==> config.mk <==
export PLATFORM = sky130hd
export DESIGN_NAME = hbs_mean
export DESIGN_NICKNAME = d
export VERILOG_FILES = /design/src/design/hbs_pkg.sv /design/src/design/hbs_mean.sv
export SDC_FILE = /design/constraint.sdc
export NUM_CORES = 1
export LEC_CHECK = 0
export ABC_CLOCK_PERIOD_IN_PS = 16100
export BUFFER_PORTS_ARGS = -buffer_cell sky130_fd_sc_hd__buf_2
export CAP_MARGIN = 10
export CORE_MARGIN = 2
export CORE_UTILIZATION = 40
export DETAILED_ROUTE_END_ITERATION = 10
export GPL_ROUTABILITY_DRIVEN = 0
export PLACE_DENSITY = 0.63
export SETUP_SLACK_MARGIN = 0.05
export SLEW_MARGIN = 20
export SYNTH_ARGS = -nofsm -noshare
export SYNTH_HDL_FRONTEND = slang
export SYNTH_SLANG_ARGS = --single-unit
==> constraint.sdc <==
create_clock -name clk -period 16.1 [get_ports clk]
set_input_delay 0.805 -clock clk [delete_from_list [all_inputs] [get_ports clk]]
set_output_delay 0.805 -clock clk [all_outputs]
set_load 0.05 [all_outputs]
==> src/design/hbs_pkg.sv <==
// Shared types and constants for the 3x3 heightmap box smoothing filter.
`timescale 1ns / 1ps

package hbs_pkg;

	localparam int HEIGHT_W = 16;   // input sample
	localparam int MEAN_W = 24;     // unsigned 16.8 mean
	localparam int ROW_W = 9;       // out_row field
	localparam int COL_W = 9;       // out_col field
	localparam int CFG_W = 10;      // frame_width / frame_height registers
	localparam int CFG_IDX_W = 4;
	localparam int CMP_W = 14;      // common width for position compares
	localparam int SUM_W = 20;      // up to 9 samples
	localparam int CNT_W = 4;       // neighbourhood size, 1..9
	localparam int FRAC_W = 9;      // sum * 512 + n, low bits hold n
	localparam int NUM_W = SUM_W + FRAC_W;
	localparam int X_W = NUM_W - 1; // after the power-of-two part of 2n
	localparam int RECIP_W = 32;
	localparam int PROD_W = X_W + RECIP_W;
	localparam int RECIP_SHIFT = 33;
	localparam int IN_DATA_W = 16;
	localparam int OUT_DATA_W = 48;
	localparam int OUT_PAD_W = OUT_DATA_W - MEAN_W - ROW_W - COL_W;
	localparam int FRAME_DEFAULT = 464;

	localparam logic [RECIP_W-1:0] RECIP_3 = 32'hAAAA_AAAB;
	localparam logic [RECIP_W-1:0] RECIP_9 = 32'h38E3_8E39;

	localparam logic [CFG_IDX_W-1:0] REG_FRAME_WIDTH = 4'd0;
	localparam logic [CFG_IDX_W-1:0] REG_FRAME_HEIGHT = 4'd1;

	// which neighbours lie inside the frame
	typedef struct packed {
		logic top;
		logic bot;
		logic left;
		logic right;
	} mask_t;

	typedef struct packed {
		logic [ROW_W-1:0] row;
		logic [COL_W-1:0] col;
		logic             last;
	} tag_t;

	typedef struct packed {
		logic  flush;
		logic  emit;
		mask_t mask;
		tag_t  tag;
	} item_t;

endpackage

==> src/design/hbs_mean.sv <==
// Rounded mean: sum * 256 / n by shift and reciprocal multiply, stages s3, s4 and output.
`timescale 1ns / 1ps

module hbs_mean import hbs_pkg::*; (
	input  logic              clk,
	input  logic              arst_n,
	input  logic              in_valid,
	output logic              in_ready,
	input  logic [SUM_W-1:0]  in_sum,
	input  logic [CNT_W-1:0]  in_cnt,
	input  tag_t              in_tag,
	output logic              out_valid,
	input  logic              out_ready,
	output logic [MEAN_W-1:0] out_mean,
	output tag_t              out_tag
);

	logic             v_s3;
	logic [SUM_W-1:0] sum_s3;
	logic [CNT_W-1:0] cnt_s3;
	tag_t             tag_s3;

	logic              v_s4;
	logic [X_W-1:0]    x_s4;
	logic [PROD_W-1:0] prod_s4;
	logic              pass_s4;
	tag_t              tag_s4;

	logic              v_q;
	logic [MEAN_W-1:0] mean_q;
	tag_t              tag_q;

	logic go_o, go4, fire3, fire4;
	logic [NUM_W-1:0] num;
	logic [1:0] k;
	logic [RECIP_W-1:0] recip;
	logic pass;
	logic [X_W-1:0] x;

	assign go_o = !v_q || out_ready;
	assign go4 = !v_s4 || go_o;
	assign in_ready = !v_s3 || go4;
	assign fire3 = v_s3 && go4;
	assign fire4 = v_s4 && go_o;

	// (512*sum + n) / 2n: shift out the power of two of 2n, then divide by 1, 3 or 9
	always_comb begin
		num = {sum_s3, FRAC_W'(cnt_s3)};
		unique case (cnt_s3)
			4'd1: begin k = 2'd1; recip = '0; pass = 1'b1; end
			4'd2: begin k = 2'd2; recip = '0; pass = 1'b1; end
			4'd3: begin k = 2'd1; recip = RECIP_3; pass = 1'b0; end
			4'd4: begin k = 2'd3; recip = '0; pass = 1'b1; end
			4'd6: begin k = 2'd2; recip = RECIP_3; pass = 1'b0; end
			4'd9: begin k = 2'd1; recip = RECIP_9; pass = 1'b0; end
			default: begin k = 2'd1; recip = '0; pass = 1'b1; end
		endcase
		x = X_W'(num >> k);
	end

	always_ff @(posedge clk or negedge arst_n) begin
		if (!arst_n) begin
			v_s3 <= 1'b0;
			v_s4 <= 1'b0;
			v_q <= 1'b0;
		end else begin
			if (in_ready) begin
				v_s3 <= in_valid;
			end
			if (go4) begin
				v_s4 <= v_s3;
			end
			if (go_o) begin
				v_q <= v_s4;
			end
		end
	end

	always_ff @(posedge clk) begin
		if (in_valid && in_ready) begin
			sum_s3 <= in_sum;
			cnt_s3 <= in_cnt;
			tag_s3 <= in_tag;
		end
		if (fire3) begin
			x_s4 <= x;
			prod_s4 <= PROD_W'(x) * PROD_W'(recip);
			pass_s4 <= pass;
			tag_s4 <= tag_s3;
		end
		if (fire4) begin
			mean_q <= pass_s4 ? MEAN_W'(x_s4) : prod_s4[RECIP_SHIFT +: MEAN_W];
			tag_q <= tag_s4;
		end
	end

	assign out_valid = v_q;
	assign out_mean = mean_q;
	assign out_tag = tag_q;

	a_cnt_legal: assert property (@(posedge clk) disable iff (!arst_n)
		in_valid && in_ready |-> (in_cnt == 4'd1 || in_cnt == 4'd2 || in_cnt == 4'd3 ||
			in_cnt == 4'd4 || in_cnt == 4'd6 || in_cnt == 4'd9))
		else $error("neighbourhood size has no divisor");

endmodule

==> impl_metrics.csv, run 1 <==
group,metric,value,unit
clock_tree,cts_root_buf,"clkbuf_16",
timing,rsz0062_at_grt,"false",
global_route,overflow,0,
placement,port_buffers,91,
timing,slew_headroom,30.6,%
critical_path,crit_start,"cnt_s3[3]",
critical_path,path_max_fanout,17,
global_route,first_global_vias,11930,
floorplan,die_area,0.0453,mm^2
critical_path,r2r-start,"cnt_s3[3]",
power,ir_drop,0.199,mV
global_route,grt_use_total,19.4,%
timing,fin_crit_sh,59.0,%
global_route,met2_usage,33.3,%
global_route,met1_usage,24.8,%
final_layout,seq_area,0.00464,mm^2
critical_path,crit_slowest_cell,"o21ai_0",
timing,skew,0.00560,ns
clock_tree,cts.clk_slew.worst_paths,0.06,ns
detailed_routing,viasPerCell,4.88,
critical_path,path_delay_family,"adder cells",
clock_tree,htreeDepth,4,
critical_path,max_stage_delay,0.68,ns
yosys,ys_top_cells_by_area,"fa_1 (30%), edfxtp_1 (26%), ha_1 (17%)",
clock_tree,tritoncts,"done",
final_layout,drive_gt1_share,9.38,%
outcome,status,"finished, final reports clean",
floorplan,initial_core_util,40.5,%
floorplan,die_w,213,um
timing,tns,0,ns
power,p_switching,1.74,mW
final_layout,design_area,0.0193,mm^2
clock_tree,cts_buffers,17,
critical_path,cp.arrival,9.66,ns
detailed_routing,totalWireLength,42.1,mm
yosys,ys_types,61,
clock_tree,cts_hold_buf,0,
critical_path,crit_required,16.26,ns
power,p_total,3.49,mW
final_layout,fill_cells,3995,
critical_path,cp-start-kind,"register",
critical_path,ff2ff_setup_slack,6.60,ns
final_layout,final_cells,2313,
final_layout,fin_util,44.7,%
yosys,syn_area,0.0174,mm^2
detailed_routing,drtIter0Drc,696,
clock_tree,cts.sinks,155,
critical_path,cp.depth,25,
placement,placed_cell_area,0.0187,mm^2
timing,setup_viol,0,
floorplan,die_h,213,um
final_layout,nets,2264,
critical_path,path_buf_inv,3,
yosys,ys_seq_area_share,26.6,%
detailed_routing,antenna_left,0,
timing,tightest_slew,1.04,ns
placement,dp_hpwl,37.0,mm
timing,min_period,9.50,ns
yosys,synth_area_leader_cell,"fa_1",
yosys,syn_inst,1596,
clock_tree,clock_latency,0.41,ns
power,power_frac_seq,16.9,%
placement,dpl_worst_slack,6.76,ns
power,switching_share,50.0,%
placement,dp.cells,2282,
global_route,grt_max_degree,67,
clock_tree,clock_path_buffers,2,
yosys,synth_edf_count,152,
timing,max_freq,105,MHz
yosys,ys.flop_type,"edfxtp_1",
power,power_density,181,mW/mm^2
power,power_frac_clock,10.7,%
yosys,yosysWarnings,0,
global_route,antenna_found_initial,2,
global_route,top_usage_layer,"met2",
global_route,grt_use_met3,3.81,%
yosys,synth_most_common_cell,"inv_1",
worst_hold_path,min_path_type,"in2async",
clock_tree,postCtsSetupBuffers,0,
power,p_int,1.74,mW
final_layout,multi_input_area,0.0109,mm^2
final_layout,syn2layout_area_growth,10.4,%
detailed_routing,wire_per_inst,18.2,um
critical_path,end_kind,"register",
yosys,syn_avg_cell_area,10.9,um^2
yosys,yosys-top-cells-count,"inv_1 (502), fa_1 (264), ha_1 (237), edfxtp_1 (152), a21oi_1 (61)",
clock_tree,cts_repair_resize_count,0,
yosys,yosys.area.top_type_share,30.3,%
critical_path,worstSetupEndpoint,"prod_s4[51]",
timing,fin_ws,6.60,ns
critical_path,r2r_end,"prod_s4[51]",
yosys,synth_seq_cells,155,
critical_path,critPathKind,"reg2reg",
power,pwr-share-comb,72.4,%
detailed_routing,dr.pass1.iters,5,
timing,slew_viol_final,0,
detailed_routing,num_vias,11280,
critical_path,path_common_cell,"fa_1",
timing,hold_viol,0,
detailed_routing,drc,0,
job,maxCapViolCount,0,
timing,timing.hold.ws,0.175,ns
global_route,grt_first_pass_wirelength,65.8,mm
power,p_leak,9.91,nW
final_layout,diodes,0,
critical_path,rr_worst_depth,25,
floorplan,io_pins,92,
yosys,synth-async-reset-ratio,1.94,%
floorplan,coreArea,0.0431,mm^2
floorplan,num_rows,76,
worst register-to-register path: stages, from the launching register on:
cell      delay, ns
edfxtp_1       0.48
nor2_1         0.26
nand3b_1       0.52
nand2_1        0.59
o21ai_0        0.42
nor2_1         0.38
nor2_1         0.14
fa_1           0.63
fa_1           0.48
fa_1           0.57
inv_1          0.15
fa_1           0.53
inv_1          0.06
fa_1           0.53
inv_1          0.05
fa_1           0.49
fa_1           0.42
ha_1           0.37
and2_1         0.19
a21boi_0       0.10
o21ai_0        0.68
a21oi_1        0.20
a21boi_1       0.42
nor3_2         0.13
o31a_1         0.33
xnor2_1        0.14
cells by family after synthesis:
family | Yosys count | synth area share [%]
compound gates | 181 | 6.72
xor+xnor | 31 | 1.56
fa+ha+maj | 501 | 47.3
buf+inv | 524 | 11.3
flops | 155 | 26.6
mux | 22 | 1.42
other cells | 2 | 0.0431
simple gates | 180 | 5.05
worst min-delay path by stage:
stage / end / slack [ns] / cells after the start
2_1_floorplan: out_tag[0] / 0.40 / 0
3_3_place_gp: out_tag[10] / 0.40 / 0
3_5_place_dp: out_tag[14] / 0.40 / 0
4_1_cts: v_s4 / 0.16 / 1
5_1_grt: v_s4 / 0.16 / 1
6_report: v_s4 / 0.18 / 1
final cells by class:
class                      instances  area share, %
clock buffer                      17           2.21
clock inverter                    14          0.702
inverter                         504           9.83
multi-input combinational        941           56.8
sequential                       155           24.1
tap                              585           3.80
timing repair buffer              97           2.60
cells in the final DEF, fill, tap and decap left out, types with 22 or more instances in the layout:
master    Yosys  layout
mux2_2       22      22
ha_1        237     237
nand2_1      48      48
o21ai_0      27      27
a21o_1       29      29
conb_1        2      26
nor2_1       52      52
a21oi_1      61      61
inv_1       502     502
buf_2         0      91
fa_1        264     264
edfxtp_1    152     152
registers in the layout, summed over array words and instances, names as in the netlist:
name / cells
out_mean: 24
prod_s4: 24
x_s4: 22
sum_s3: 20
out_tag: 19
tag_s3: 19
tag_s4: 19
cnt_s3: 4
out_valid: 1
pass_s4: 1
v_s3: 1
v_s4: 1
routing by layer:
layer / share of wire (%) / wire length [um]
met5: 0.064 / 27
met4: 2.5 / 1070
met1: 42 / 17500
met2: 49 / 20700
met3: 6.7 / 2830
power groups by stage:
stage,clock network [mW],logic (mW),registers [mW]
global placement,0,2.46,0.595
detailed placement,0,2.48,0.596
CTS,0.383,2.50,0.589
finish,0.374,2.53,0.588
global route,0.400,2.84,0.594
floorplan,0,1.74,0.639
No activity file was read; power rests on OpenSTA's default activity.
==> run 2: changes to the inputs <==
- ABC_CLOCK_PERIOD_IN_PS: 16100 -> 9600
- clock period: 16.1 -> 9.6 ns (I/O delays scaled with it)
==> run 2 against run 1 <==
First-iteration DRC count increased by 9.1%. Sequential power increased by 68%. Worst setup slack got worse by 5.9 ns. Non-clock buffer count increased by 9. Fmax increased by 6.7%. Die area unchanged. Routed wire length decreased by 0.34%. Combinational power increased by 67%. Largest power group unchanged. Final cell count increased by 0.43%. Register-to-register slack got worse by 5.9 ns. Global-route usage increased by 0.22 points.
==> impl_metrics.csv, run 2 (synthesis results as in run 1) <==
group,metric,value,unit
clock_tree,cts.sinks,155,
critical_path,ff2ff_setup_slack,0.70,ns
critical_path,critPathKind,"reg2reg",
detailed_routing,num_vias,11381,
critical_path,rr_worst_depth,26,
timing,setup_viol,0,
global_route,antenna_found_initial,0,
floorplan,coreArea,0.0431,mm^2
power,power_frac_seq,16.9,%
timing,fin_crit_sh,92.7,%
clock_tree,cts_repair_resize_count,0,
final_layout,multi_input_area,0.0109,mm^2
final_layout,final_cell_mix,"inv_1 (502), fa_1 (264), ha_1 (237)",
job,maxCapViolCount,0,
floorplan,die_h,213,um
power,pwr-share-comb,72.3,%
global_route,first_global_vias,12327,
clock_tree,clock_path_buffers,2,
clock_tree,cts.clk_slew.worst_paths,0.06,ns
global_route,overflow,0,
power,ir_drop,0.204,mV
clock_tree,cts_root_buf,"clkbuf_16",
placement,dp.cells,2289,
final_layout,seq_area,0.00464,mm^2
critical_path,cp-start-kind,"register",
final_layout,final_cells,2323,
final_layout,design_area,0.0193,mm^2
timing,fin_ws,0.697,ns
floorplan,die_area,0.0453,mm^2
worst_hold_path,whs_path_depth,1,
critical_path,r2r-start,"cnt_s3[3]",
detailed_routing,drtIter0Drc,759,
timing,rsz0062_at_grt,"false",
detailed_routing,viasPerCell,4.90,
power,switching_share,49.8,%
timing,max_freq,112,MHz
power,p_total,5.85,mW
final_layout,nets,2273,
timing,min_period,8.90,ns
critical_path,end_kind,"register",
final_layout,fill_cells,4002,
timing,slew_viol_final,0,
final_layout,fin_util,44.9,%
power,power_density,302,mW/mm^2
placement,dpl_worst_slack,0.843,ns
detailed_routing,dr.pass1.iters,5,
floorplan,die_w,213,um
floorplan,initial_core_util,40.5,%
power,p_int,2.94,mW
detailed_routing,drc,0,
power,p_leak,9.96,nW
timing,tightest_slew,1.01,ns
critical_path,cp.arrival,9.06,ns
clock_tree,clock_latency,0.42,ns
clock_tree,tritoncts,"done",
detailed_routing,wire_per_inst,18.0,um
global_route,grt_use_total,19.6,%
critical_path,path_max_fanout,17,
timing,tns,0,ns
worst_hold_path,hold_end,"sum_s3[11]",
power,power_frac_clock,10.8,%
timing,skew,0.0108,ns
worst_hold_path,min_path_type,"in2reg",
timing,hold_viol,0,
detailed_routing,totalWireLength,41.9,mm
final_layout,final_common_cell,"inv_1",
floorplan,io_pins,92,
critical_path,path_delay_family,"adder cells",
global_route,grt_max_degree,67,
final_layout,drive_gt1_share,9.78,%
worst_hold_path,min_from,"in_sum[11]",
critical_path,r2r_end,"prod_s4[51]",
global_route,grt_first_pass_wirelength,67.2,mm
floorplan,num_rows,76,
placement,dp_hpwl,36.9,mm
timing,timing.hold.ws,0.233,ns
clock_tree,cts_buffers,17,
critical_path,path_buf_inv,4,
critical_path,path_common_cell,"fa_1",
detailed_routing,antenna_left,0,
timing,slew_headroom,32.9,%
power,p_switching,2.91,mW
final_layout,diodes,0,
outcome,status,"finished, final reports clean",
final_layout,syn2layout_area_growth,10.9,%
critical_path,crit_required,9.76,ns
placement,port_buffers,91,
critical_path,max_stage_delay,0.72,ns
clock_tree,htreeDepth,4,
critical_path,crit_slowest_cell,"o21ai_0",
placement,placed_cell_area,0.0187,mm^2
-- run 2: cell count changes in the layout (fill, tap and decap cells not counted) --
cell	previous run	this run
buf_12	0	1
buf_4	6	13
clkbuf_1	0	1
dlygate4sd3_1	0	1
-- run 2: final cells by class --
cell class	count	area share, %
multi-input combinational	941	56.5
sequential	155	24.0
inverter	504	9.78
tap	585	3.78
timing repair buffer	106	3.02
clock buffer	18	2.22
clock inverter	14	0.699
-- run 2: power by group through the flow --
stage	Combinational (mW)	Clock [mW]	Sequential, mW
floorplan	2.92	0	1.07
global placement	4.12	0	0.999
detailed placement	4.17	0	1.00
CTS	4.22	0.645	0.989
global route	4.77	0.674	0.996
finish	4.23	0.634	0.987
-- run 2: how the worst max path moves through the flow --
stage / startpoint / endpoint / cells after the start
after global routing: cnt_s3[3] / prod_s4[54] / 26
after CTS: cnt_s3[3] / prod_s4[51] / 26
after floorplan: cnt_s3[3] / prod_s4[51] / 29
after global placement: cnt_s3[3] / prod_s4[51] / 26
final: cnt_s3[3] / prod_s4[51] / 26
after detailed placement: cnt_s3[3] / prod_s4[54] / 26
-- run 2: timing repair --
action / 4_1_cts / 5_1_grt
setup buffers: 0 / 0
hold endpoints to repair: 3 / 0
endpoints found under the setup margin: 0 / 0
hold buffers: 1 / 0
-- run 2: per-layer routing --
metal | share of wire, % | routed length [um] | global-route usage (%) | up-vias
li1 | - | - | - | 5261
met1 | 43 | 18200 | 26.4 | 5699
met2 | 48 | 20100 | 33.3 | 359
met3 | 6.0 | 2530 | 2.71 | 62
met4 | 2.6 | 1070 | 5.50 | 0
met5 | 0 | 0 | 0 | -
